[src/sv/dhcpopt_pkg.sv]
// shared types and constants for the dhcp option tlv parser
package dhcpopt_pkg;

  // parse phase
  typedef enum logic [1:0] {
    PH_CODE = 2'd0,
    PH_LEN  = 2'd1,
    PH_VAL  = 2'd2,
    PH_STOP = 2'd3
  } phase_e;

  // result kind codes
  typedef enum logic [2:0] {
    KIND_ROUTER  = 3'd0,
    KIND_DNS     = 3'd1,
    KIND_HOST    = 3'd2,
    KIND_DOMAIN  = 3'd3,
    KIND_OK      = 3'd4,
    KIND_BAD_LEN = 3'd5,
    KIND_TRUNC   = 3'd6
  } kind_e;

  // option codes
  localparam logic [7:0] OptPad    = 8'd0;
  localparam logic [7:0] OptSubnet = 8'd1;
  localparam logic [7:0] OptRouter = 8'd3;
  localparam logic [7:0] OptDns    = 8'd6;
  localparam logic [7:0] OptHost   = 8'd12;
  localparam logic [7:0] OptDomain = 8'd15;
  localparam logic [7:0] OptEnd    = 8'd255;

  localparam logic [31:0] MaskDefault = 32'hFFFF_FF00;
  localparam logic [7:0]  SubnetLen   = 8'd4;

  // list and name limits
  localparam int unsigned MaxRouters = 8;
  localparam int unsigned MaxDns     = 8;
  localparam int unsigned MaxName    = 64;

  // result queue
  localparam int unsigned QDepth = 4;
  localparam int unsigned QPtrW  = $clog2(QDepth);
  localparam int unsigned QCntW  = $clog2(QDepth + 1);

  typedef struct packed {
    kind_e       kind;
    logic [31:0] value;
    logic [5:0]  index;
    logic        dropped;
    logic        run_last;
  } res_t;

endpackage

[src/sv/dhcp_option_tlv_parser_core.sv]
// dhcp options area parser: code/length/value walk with a small result queue
//
// Input channel: one options-area byte per beat (opt_byte_i, last_byte_i) on
// in_valid_i / in_stall_o. A byte is taken every cycle while the result queue
// has room for two entries; the stall output comes from the queue fill count.
// Each byte is parsed in the cycle it is taken and yields zero, one or two
// results (a router/dns address or a name character, plus a status beat on
// the byte marked last). Results are written into a four-entry queue and
// leave on out_valid_o / out_stall_i one per cycle while out_stall_i is low,
// shown from the registered queue. Sustained rate is one byte per cycle while
// the receiver does not stall; a byte that makes two results writes both.
// When the receiver stalls, the head result holds and the queue fills; once
// fewer than two entries are free the input side stalls.
// On the last byte of an area the parser state returns to its reset values,
// ready for the next area. Reset empties the queue and puts the parser
// in the expect-code phase with the default subnet mask.
module dhcp_option_tlv_parser_core #(
  parameter int unsigned MaxRouters = dhcpopt_pkg::MaxRouters,
  parameter int unsigned MaxDns     = dhcpopt_pkg::MaxDns,
  parameter int unsigned MaxName    = dhcpopt_pkg::MaxName
) (
  input  logic        clk_i,
  input  logic        rst_ni,
  input  logic        in_valid_i,
  output logic        in_stall_o,
  input  logic [7:0]  opt_byte_i,
  input  logic        last_byte_i,
  output logic        out_valid_o,
  input  logic        out_stall_i,
  output logic [2:0]  kind_o,
  output logic [31:0] value_o,
  output logic [5:0]  index_o,
  output logic        dropped_o,
  output logic        run_last_o
);

  localparam int unsigned PtrW = dhcpopt_pkg::QPtrW;
  localparam int unsigned CntW = dhcpopt_pkg::QCntW;

  // parser state
  dhcpopt_pkg::phase_e phase_q, phase_d, phase_nx;
  logic [7:0]  cur_code_q, cur_code_d, cur_code_nx;
  logic [7:0]  remaining_q, remaining_d, remaining_nx;
  logic [31:0] accum_q, accum_d, accum_nx;
  logic [1:0]  byte_cnt_q, byte_cnt_d, byte_cnt_nx;
  logic [31:0] mask_q, mask_d, mask_nx;
  logic [3:0]  router_cnt_q, router_cnt_d, router_cnt_nx;
  logic [3:0]  dns_cnt_q, dns_cnt_d, dns_cnt_nx;
  logic [7:0]  name_pos_q, name_pos_d, name_pos_nx;
  logic        error_q, error_d, error_nx;
  logic        ovf_q, ovf_d, ovf_nx;

  // result queue
  dhcpopt_pkg::res_t        fifo_q [dhcpopt_pkg::QDepth];
  logic [PtrW-1:0]          wr_ptr_q, rd_ptr_q, wr_ptr_nx;
  logic [CntW-1:0]          count_q, count_d;

  logic              in_acc, out_acc;
  logic              is_addr, is_name, addr_done;
  logic [31:0]       accum_sh;
  logic              data_vld;
  dhcpopt_pkg::res_t data_res, stat_res, slot0, slot1;
  logic              push0, push1;

  assign in_acc  = in_valid_i & ~in_stall_o;
  assign out_acc = out_valid_o & ~out_stall_i;

  assign is_addr = (cur_code_q == dhcpopt_pkg::OptSubnet) ||
                   (cur_code_q == dhcpopt_pkg::OptRouter) ||
                   (cur_code_q == dhcpopt_pkg::OptDns);
  assign is_name = (cur_code_q == dhcpopt_pkg::OptHost) ||
                   (cur_code_q == dhcpopt_pkg::OptDomain);
  assign accum_sh  = {accum_q[23:0], opt_byte_i};
  assign addr_done = (phase_q == dhcpopt_pkg::PH_VAL) && is_addr && (byte_cnt_q == 2'd3);

  // next state
  always_comb begin
    phase_nx      = phase_q;
    cur_code_nx   = cur_code_q;
    remaining_nx  = remaining_q;
    accum_nx      = accum_q;
    byte_cnt_nx   = byte_cnt_q;
    mask_nx       = mask_q;
    router_cnt_nx = router_cnt_q;
    dns_cnt_nx    = dns_cnt_q;
    name_pos_nx   = name_pos_q;
    error_nx      = error_q;
    ovf_nx        = ovf_q;
    case (phase_q)
      dhcpopt_pkg::PH_CODE: begin
        if (opt_byte_i == dhcpopt_pkg::OptEnd) begin
          phase_nx = dhcpopt_pkg::PH_STOP;
        end else if (opt_byte_i != dhcpopt_pkg::OptPad) begin
          cur_code_nx = opt_byte_i;
          phase_nx    = dhcpopt_pkg::PH_LEN;
        end
      end
      dhcpopt_pkg::PH_LEN: begin
        remaining_nx = opt_byte_i;
        accum_nx     = '0;
        byte_cnt_nx  = '0;
        if (((cur_code_q == dhcpopt_pkg::OptSubnet) &&
             (opt_byte_i != dhcpopt_pkg::SubnetLen)) ||
            (((cur_code_q == dhcpopt_pkg::OptRouter) ||
              (cur_code_q == dhcpopt_pkg::OptDns)) && (opt_byte_i[1:0] != 2'd0))) begin
          error_nx = 1'b1;
          phase_nx = dhcpopt_pkg::PH_STOP;
        end else begin
          if (is_name) begin
            name_pos_nx = '0;
          end
          phase_nx = (opt_byte_i == 8'd0) ? dhcpopt_pkg::PH_CODE : dhcpopt_pkg::PH_VAL;
        end
      end
      dhcpopt_pkg::PH_VAL: begin
        if (is_addr) begin
          accum_nx = accum_sh;
          if (byte_cnt_q == 2'd3) begin
            byte_cnt_nx = '0;
            if (cur_code_q == dhcpopt_pkg::OptSubnet) begin
              mask_nx = accum_sh;
            end else if (cur_code_q == dhcpopt_pkg::OptRouter) begin
              if (router_cnt_q < 4'(MaxRouters)) begin
                router_cnt_nx = router_cnt_q + 4'd1;
              end else begin
                ovf_nx = 1'b1;
              end
            end else begin
              if (dns_cnt_q < 4'(MaxDns)) begin
                dns_cnt_nx = dns_cnt_q + 4'd1;
              end else begin
                ovf_nx = 1'b1;
              end
            end
          end else begin
            byte_cnt_nx = byte_cnt_q + 2'd1;
          end
        end else if (is_name) begin
          if (name_pos_q >= 8'(MaxName)) begin
            ovf_nx = 1'b1;
          end
          if (name_pos_q != 8'd255) begin
            name_pos_nx = name_pos_q + 8'd1;
          end
        end
        remaining_nx = remaining_q - 8'd1;
        if (remaining_nx == 8'd0) begin
          phase_nx = dhcpopt_pkg::PH_CODE;
        end
      end
      default: begin
      end
    endcase

    // the last byte closes the area and restarts from reset values
    if (last_byte_i) begin
      phase_d      = dhcpopt_pkg::PH_CODE;
      cur_code_d   = '0;
      remaining_d  = '0;
      accum_d      = '0;
      byte_cnt_d   = '0;
      mask_d       = dhcpopt_pkg::MaskDefault;
      router_cnt_d = '0;
      dns_cnt_d    = '0;
      name_pos_d   = '0;
      error_d      = 1'b0;
      ovf_d        = 1'b0;
    end else begin
      phase_d      = phase_nx;
      cur_code_d   = cur_code_nx;
      remaining_d  = remaining_nx;
      accum_d      = accum_nx;
      byte_cnt_d   = byte_cnt_nx;
      mask_d       = mask_nx;
      router_cnt_d = router_cnt_nx;
      dns_cnt_d    = dns_cnt_nx;
      name_pos_d   = name_pos_nx;
      error_d      = error_nx;
      ovf_d        = ovf_nx;
    end
  end

  // results of this byte
  always_comb begin
    data_vld          = 1'b0;
    data_res.kind     = dhcpopt_pkg::KIND_ROUTER;
    data_res.value    = accum_sh;
    data_res.index    = '0;
    data_res.dropped  = 1'b0;
    data_res.run_last = ~last_byte_i;
    if (addr_done && (cur_code_q == dhcpopt_pkg::OptRouter) &&
        (router_cnt_q < 4'(MaxRouters))) begin
      data_vld       = 1'b1;
      data_res.index = {2'b00, router_cnt_q};
    end else if (addr_done && (cur_code_q == dhcpopt_pkg::OptDns) &&
                 (dns_cnt_q < 4'(MaxDns))) begin
      data_vld       = 1'b1;
      data_res.kind  = dhcpopt_pkg::KIND_DNS;
      data_res.index = {2'b00, dns_cnt_q};
    end else if ((phase_q == dhcpopt_pkg::PH_VAL) && is_name &&
                 (name_pos_q < 8'(MaxName))) begin
      data_vld       = 1'b1;
      data_res.kind  = (cur_code_q == dhcpopt_pkg::OptHost) ?
                       dhcpopt_pkg::KIND_HOST : dhcpopt_pkg::KIND_DOMAIN;
      data_res.value = {24'd0, opt_byte_i};
      data_res.index = name_pos_q[5:0];
    end

    stat_res.index    = '0;
    stat_res.dropped  = ovf_nx;
    stat_res.run_last = 1'b1;
    if (error_nx) begin
      stat_res.kind  = dhcpopt_pkg::KIND_BAD_LEN;
      stat_res.value = '0;
    end else if ((phase_nx == dhcpopt_pkg::PH_LEN) || (phase_nx == dhcpopt_pkg::PH_VAL)) begin
      stat_res.kind  = dhcpopt_pkg::KIND_TRUNC;
      stat_res.value = '0;
    end else begin
      stat_res.kind  = dhcpopt_pkg::KIND_OK;
      stat_res.value = mask_nx;
    end

    slot0 = data_vld ? data_res : stat_res;
    slot1 = stat_res;
    push0 = in_acc & (data_vld | last_byte_i);
    push1 = in_acc & data_vld & last_byte_i;
  end

  assign wr_ptr_nx = wr_ptr_q + PtrW'(1);
  assign count_d   = count_q + CntW'(push0) + CntW'(push1) - CntW'(out_acc);

  // keep room for two results per beat
  assign in_stall_o  = count_q > CntW'(dhcpopt_pkg::QDepth - 2);
  assign out_valid_o = count_q != '0;
  assign kind_o      = fifo_q[rd_ptr_q].kind;
  assign value_o     = fifo_q[rd_ptr_q].value;
  assign index_o     = fifo_q[rd_ptr_q].index;
  assign dropped_o   = fifo_q[rd_ptr_q].dropped;
  assign run_last_o  = fifo_q[rd_ptr_q].run_last;

  always_ff @(posedge clk_i or negedge rst_ni) begin
    if (!rst_ni) begin
      phase_q      <= dhcpopt_pkg::PH_CODE;
      cur_code_q   <= '0;
      remaining_q  <= '0;
      accum_q      <= '0;
      byte_cnt_q   <= '0;
      mask_q       <= dhcpopt_pkg::MaskDefault;
      router_cnt_q <= '0;
      dns_cnt_q    <= '0;
      name_pos_q   <= '0;
      error_q      <= 1'b0;
      ovf_q        <= 1'b0;
      wr_ptr_q     <= '0;
      rd_ptr_q     <= '0;
      count_q      <= '0;
    end else begin
      if (in_acc) begin
        phase_q      <= phase_d;
        cur_code_q   <= cur_code_d;
        remaining_q  <= remaining_d;
        accum_q      <= accum_d;
        byte_cnt_q   <= byte_cnt_d;
        mask_q       <= mask_d;
        router_cnt_q <= router_cnt_d;
        dns_cnt_q    <= dns_cnt_d;
        name_pos_q   <= name_pos_d;
        error_q      <= error_d;
        ovf_q        <= ovf_d;
      end
      if (push1) begin
        wr_ptr_q <= wr_ptr_q + PtrW'(2);
      end else if (push0) begin
        wr_ptr_q <= wr_ptr_nx;
      end
      if (out_acc) begin
        rd_ptr_q <= rd_ptr_q + PtrW'(1);
      end
      count_q <= count_d;
    end
  end

  always_ff @(posedge clk_i) begin
    if (push0) begin
      fifo_q[wr_ptr_q] <= slot0;
    end
    if (push1) begin
      fifo_q[wr_ptr_nx] <= slot1;
    end
  end

  // queue never overfills
  assert property (@(posedge clk_i) disable iff (!rst_ni)
    count_q <= CntW'(dhcpopt_pkg::QDepth))
    else $error("result queue count beyond depth");

  // a beat is only taken while two entries are free
  assert property (@(posedge clk_i) disable iff (!rst_ni)
    in_acc |-> (count_q <= CntW'(dhcpopt_pkg::QDepth - 2)))
    else $error("byte taken without room for its results");

  // last byte returns the parser to its reset state
  assert property (@(posedge clk_i) disable iff (!rst_ni)
    (in_acc && last_byte_i) |=>
      (phase_q == dhcpopt_pkg::PH_CODE) && !error_q && !ovf_q &&
      (mask_q == dhcpopt_pkg::MaskDefault))
    else $error("parser not restarted after last byte");

  // status beats always close the run of results
  assert property (@(posedge clk_i) disable iff (!rst_ni)
    (out_valid_o && ((kind_o == 3'(dhcpopt_pkg::KIND_OK)) ||
                     (kind_o == 3'(dhcpopt_pkg::KIND_BAD_LEN)) ||
                     (kind_o == 3'(dhcpopt_pkg::KIND_TRUNC)))) |-> run_last_o)
    else $error("status beat without run_last");

  // an error always stops the parse
  assert property (@(posedge clk_i) disable iff (!rst_ni)
    error_q |-> (phase_q == dhcpopt_pkg::PH_STOP))
    else $error("error flagged while still parsing");

endmodule
[config.mk]
export PLATFORM = sky130hd
export DESIGN_NAME = dhcp_option_tlv_parser_core
export DESIGN_NICKNAME = d
export VERILOG_FILES = /design/src/sv/dhcpopt_pkg.sv /design/src/sv/dhcp_option_tlv_parser_core.sv
export SDC_FILE = /design/constraint.sdc
export NUM_CORES = 1
export LEC_CHECK = 0
export ABC_AREA = 1
export BUFFER_PORTS_ARGS = -buffer_cell sky130_fd_sc_hd__buf_2
export CAP_MARGIN = 20
export CORE_ASPECT_RATIO = 1.2
export CORE_MARGIN = 2
export CORE_UTILIZATION = 50
export CTS_BUF_LIST = sky130_fd_sc_hd__clkbuf_4 sky130_fd_sc_hd__clkbuf_8 sky130_fd_sc_hd__clkbuf_16
export DETAILED_ROUTE_END_ITERATION = 8
export GPL_TIMING_DRIVEN = 0
export PLACE_DENSITY = 0.75
export SYNTH_ARGS = -nofsm -noshare
export SYNTH_HDL_FRONTEND = slang
export SYNTH_SLANG_ARGS = --single-unit
[constraint.sdc]
create_clock -name clk_i -period 3.3 [get_ports clk_i]
set_clock_uncertainty 0.2 [all_clocks]
set_input_delay 0.66 -clock clk_i [delete_from_list [all_inputs] [get_ports clk_i]]
set_output_delay 0.66 -clock clk_i [all_outputs]
set_load 0.01 [all_outputs]
==> impl_results.md <==
- Post-synth EDFFs: 140
- Clock insertion delay at the later pin of the skew report: 0.56 ns
- Fin crit period: 3.264 ns
- Yosys top cell by area: edfxtp_1
- Initial drt markers: 1561
- Final period util: 98.90%
- Adder-Cell Fraction of Synth Area: 1.358%
- Fmax: 306.4 MHz
- Seq. cell area: 7402 µm²
- Async S/R FF share, synth: 37.00%
- Max Slew Vio Count: 0
- Worst slew pin tran: 0.9119 ns
- Arrival @ worst endpoint: 2.40 ns
- Finish-stage setup viols: 0
- Post-synth top cells: 540 x nand2_1, 218 x nand3_1, 171 x o21ai_0
- Largest cells by area after synthesis: edfxtp_1 28%, nand2_1 14%, dfrtp_1 13%
- Drt drc: 0
- Status: complete, no violations
- Io pins: 58
- Port buffer count: 55
- Nets@finish: 1925
- Initial antenna violation count: 0
- Cell with the most instances after synthesis: nand2_1
- Startpoint types: register
- Synth Area in Simple Gates: 30.22%
- Core area: 29530 µm²
- Dpl ws: -0.1914 ns
- Dominant synthesized flop cell: edfxtp_1
- Clock slew at reported path FFs: 0.06 ns
- Starting density of the core: 50.56%
- Filler Cells Inserted: 2605
- Non-Filler Instances: 2309
- Mean Syn Cell Area: 8.280 µm²
- P&R area growth vs syn: 13.77%
- Placed cells: 2253
- CTS tree: built
- Pwr Density: 847.7 nW/µm²
- Global-route wire length before repair: 72650 µm
- Hold Path Class: reg -> reg
- Slowest cell delay on critical path: 0.36 ns
- DR vias: 13620
- # diodes: 0
- Max Cap Viol: 0
- FP Rows: 69
- Post-synthesis sequential area ratio: 49.59%
- Worst path required time: 2.44 ns
- Largest family of logic cells by synthesized area: simple AND/OR/NAND/NOR gates
- CP cell instances: clkbuf_1 -> inv_1 -> clkbuf_2 -> o21ai_0 -> o22ai_1 -> buf_2
- Vias in the first global route: 13380
- CTS root buffer: clkbuf_16
- H-tree lvl count: 1
- Xor-xnor portion of the synthesized cell area: 0.2934%
- Crit path max-delay family: buffers and inverters
- Layout cells sized above 1: 15.63%
- Hpwl dp: 31760 µm
- #FFs+latches synth: 273
- Endpoint type of the worst setup path: output pin
- Clk buf depth: 3
- Multiplexer area fraction after synthesis: 1.609%
- Setup TNS Final: 0 ns
- Min Hold Slack: 0.2509 ns
- Global route total overflow: 0
- Slew headroom: 38.98%
- Routed len/inst: 19.87 µm
- Gr usage total: 29.48%
- Pre-antenna DRT Iters: 7
- Leakage: 0.007593 µW
- Crit path buf inv count: 4
- CP Max Fanout: 10
- Pin count of the biggest net entering global routing: 68
- Synth Area in Compound Gates: 10.09%
- Synth Instances: 1803
- Total wire length: 45890 µm
- Die Wd: 161.7 µm
- Die area: 31260 µm²
- Synth Cell Area: 14930 µm²
- Final RePlAce weighted congestion: 0.9175
- CTS Sinks: 273
- Final worst-path setup slack: 0.03644 ns
- Final ANT Viol Nets: 0
- VDD IR max: 463.4 µV
- Slowest stage cell, crit path: dfrtp_1
- Vias per inst: 5.898
- Cts bufs inserted: 29
- Die height: 193.3 µm
- Yosys top cell area share: 28.16%
- Syn. warnings: 0
- Area of the multi-input gates: 6589 µm²
- Post-Syn Nets: 1831
- Final hold vios: 0
- Synth cell types: 43
- Crit Path Class: reg -> out
[routing by layer]
metal	vias up	share of wire [%]	global-route usage (%)
li1	6263	-	-
met1	6418	37	37.12
met2	766	48	49.32
met3	171	9.4	4.009
met4	0	5.1	15.73
met5	-	0	0
[through the flow]
step / total power [µW] / utilization (%) / instance area [µm²]
final: 14400 / 57.52 / 16980
after global routing: 15180 / 57.52 / 16980
after detailed placement: 10710 / 53.58 / 15820
after CTS: 14170 / 57.17 / 16880
after floorplan: 8580 / - / 14930
after global placement: 10520 / 53.14 / 15690
[cells in the final DEF, fill, tap and decap left out, types with 23 or more instances in the layout]
cell	count
clkbuf_16	31
nand3_1	217
nor2_1	151
dfrtp_1	77
buf_2	75
o21ai_0	171
dfstp_2	24
clkbuf_1	31
mux2i_1	24
nor2_4	29
o22ai_1	57
nand2_1	534
inv_1	94
dfxtp_1	32
edfxtp_1	140
buf_4	23
[worst paths after layout]
check / slack [ns] / depth (start not counted) / from / to
setup reg to reg: 0.14 / 16 / remaining_q[0] / fifo_q[0][14]
min in group asynchronous: 0.40 / 2 / rst_ni / router_cnt_q[1]
max in group asynchronous: 1.74 / 3 / rst_ni / mask_q[16]
hold reg to reg: 0.25 / 2 / fifo_q[2][42] / fifo_q[2][42]
setup / recovery: 0.04 / 6 / rd_ptr_q[1] / value_o[5]
hold / removal: 0.25 / 2 / fifo_q[2][42] / fifo_q[2][42]
[worst register-to-register path, stage by stage, from the launching register on]
cell and delay (ns):
dfrtp_1 0.41, inv_1 0.18, ha_1 0.19, inv_1 0.05, nor2_1 0.22, nand2_1 0.13, o21ai_1 0.14, nand2_1 0.09
nor2_1 0.12, nand2_1 0.08, nand2_1 0.09, nand3_1 0.16, nand2_4 0.18, clkbuf_4 0.25, buf_2 0.30, nand3_1 0.13
nand2_1 0.10
[layout make-up]
| class | count | area share, % |
|---|---|---|
| Buffer | 111 | 4.015 |
| Clock buffer | 38 | 4.914 |
| Clock inverter | 15 | 0.9872 |
| Inverter | 106 | 2.372 |
| Multi-Input combinational cell | 1313 | 38.79 |
| Sequential cell | 273 | 43.58 |
| Tap cell | 390 | 2.873 |
| Timing Repair Buffer | 63 | 2.461 |
[state kept, by name, indices dropped and copies added (netlist names), 2 cells and up]
name          cells
router_cnt_q      4
phase_q           2
wr_ptr_q          2
rd_ptr_q          2
dns_cnt_q         4
remaining_q       8
mask_q           32
accum_q          24
byte_cnt_q        2
cur_code_q        8
fifo_q          172
name_pos_q        8
count_q           3
[what timing repair did]
| action | 4_1_cts | 5_1_grt |
|---|---|---|
| endpoints found under the hold margin | 29 | 0 |
| pin swaps | 0 | 1 |
| resized for setup | 23 | 34 |
| endpoints found under the setup margin | 97 | 189 |
| hold buffers | 1 | 0 |
| buffers inserted | 0 | 2 |
[cell families (layout without fill, tap and decap cells)]
family	Yosys count	in the layout
and+or+nand+nor	994	994
adders and majority gates	15	15
xor gates and xnor gates	5	5
AOI/OAI and AO/OA	275	275
buffers and inverters	217	333
DFF	273	273
muxes	24	24
[where the power goes]
group          switching [µW]  internal, µW
clock                    1400          2020
sequential                302          4230
combinational            4580          1860
total                    6280          8120
Power figures use the tool's default switching activity.
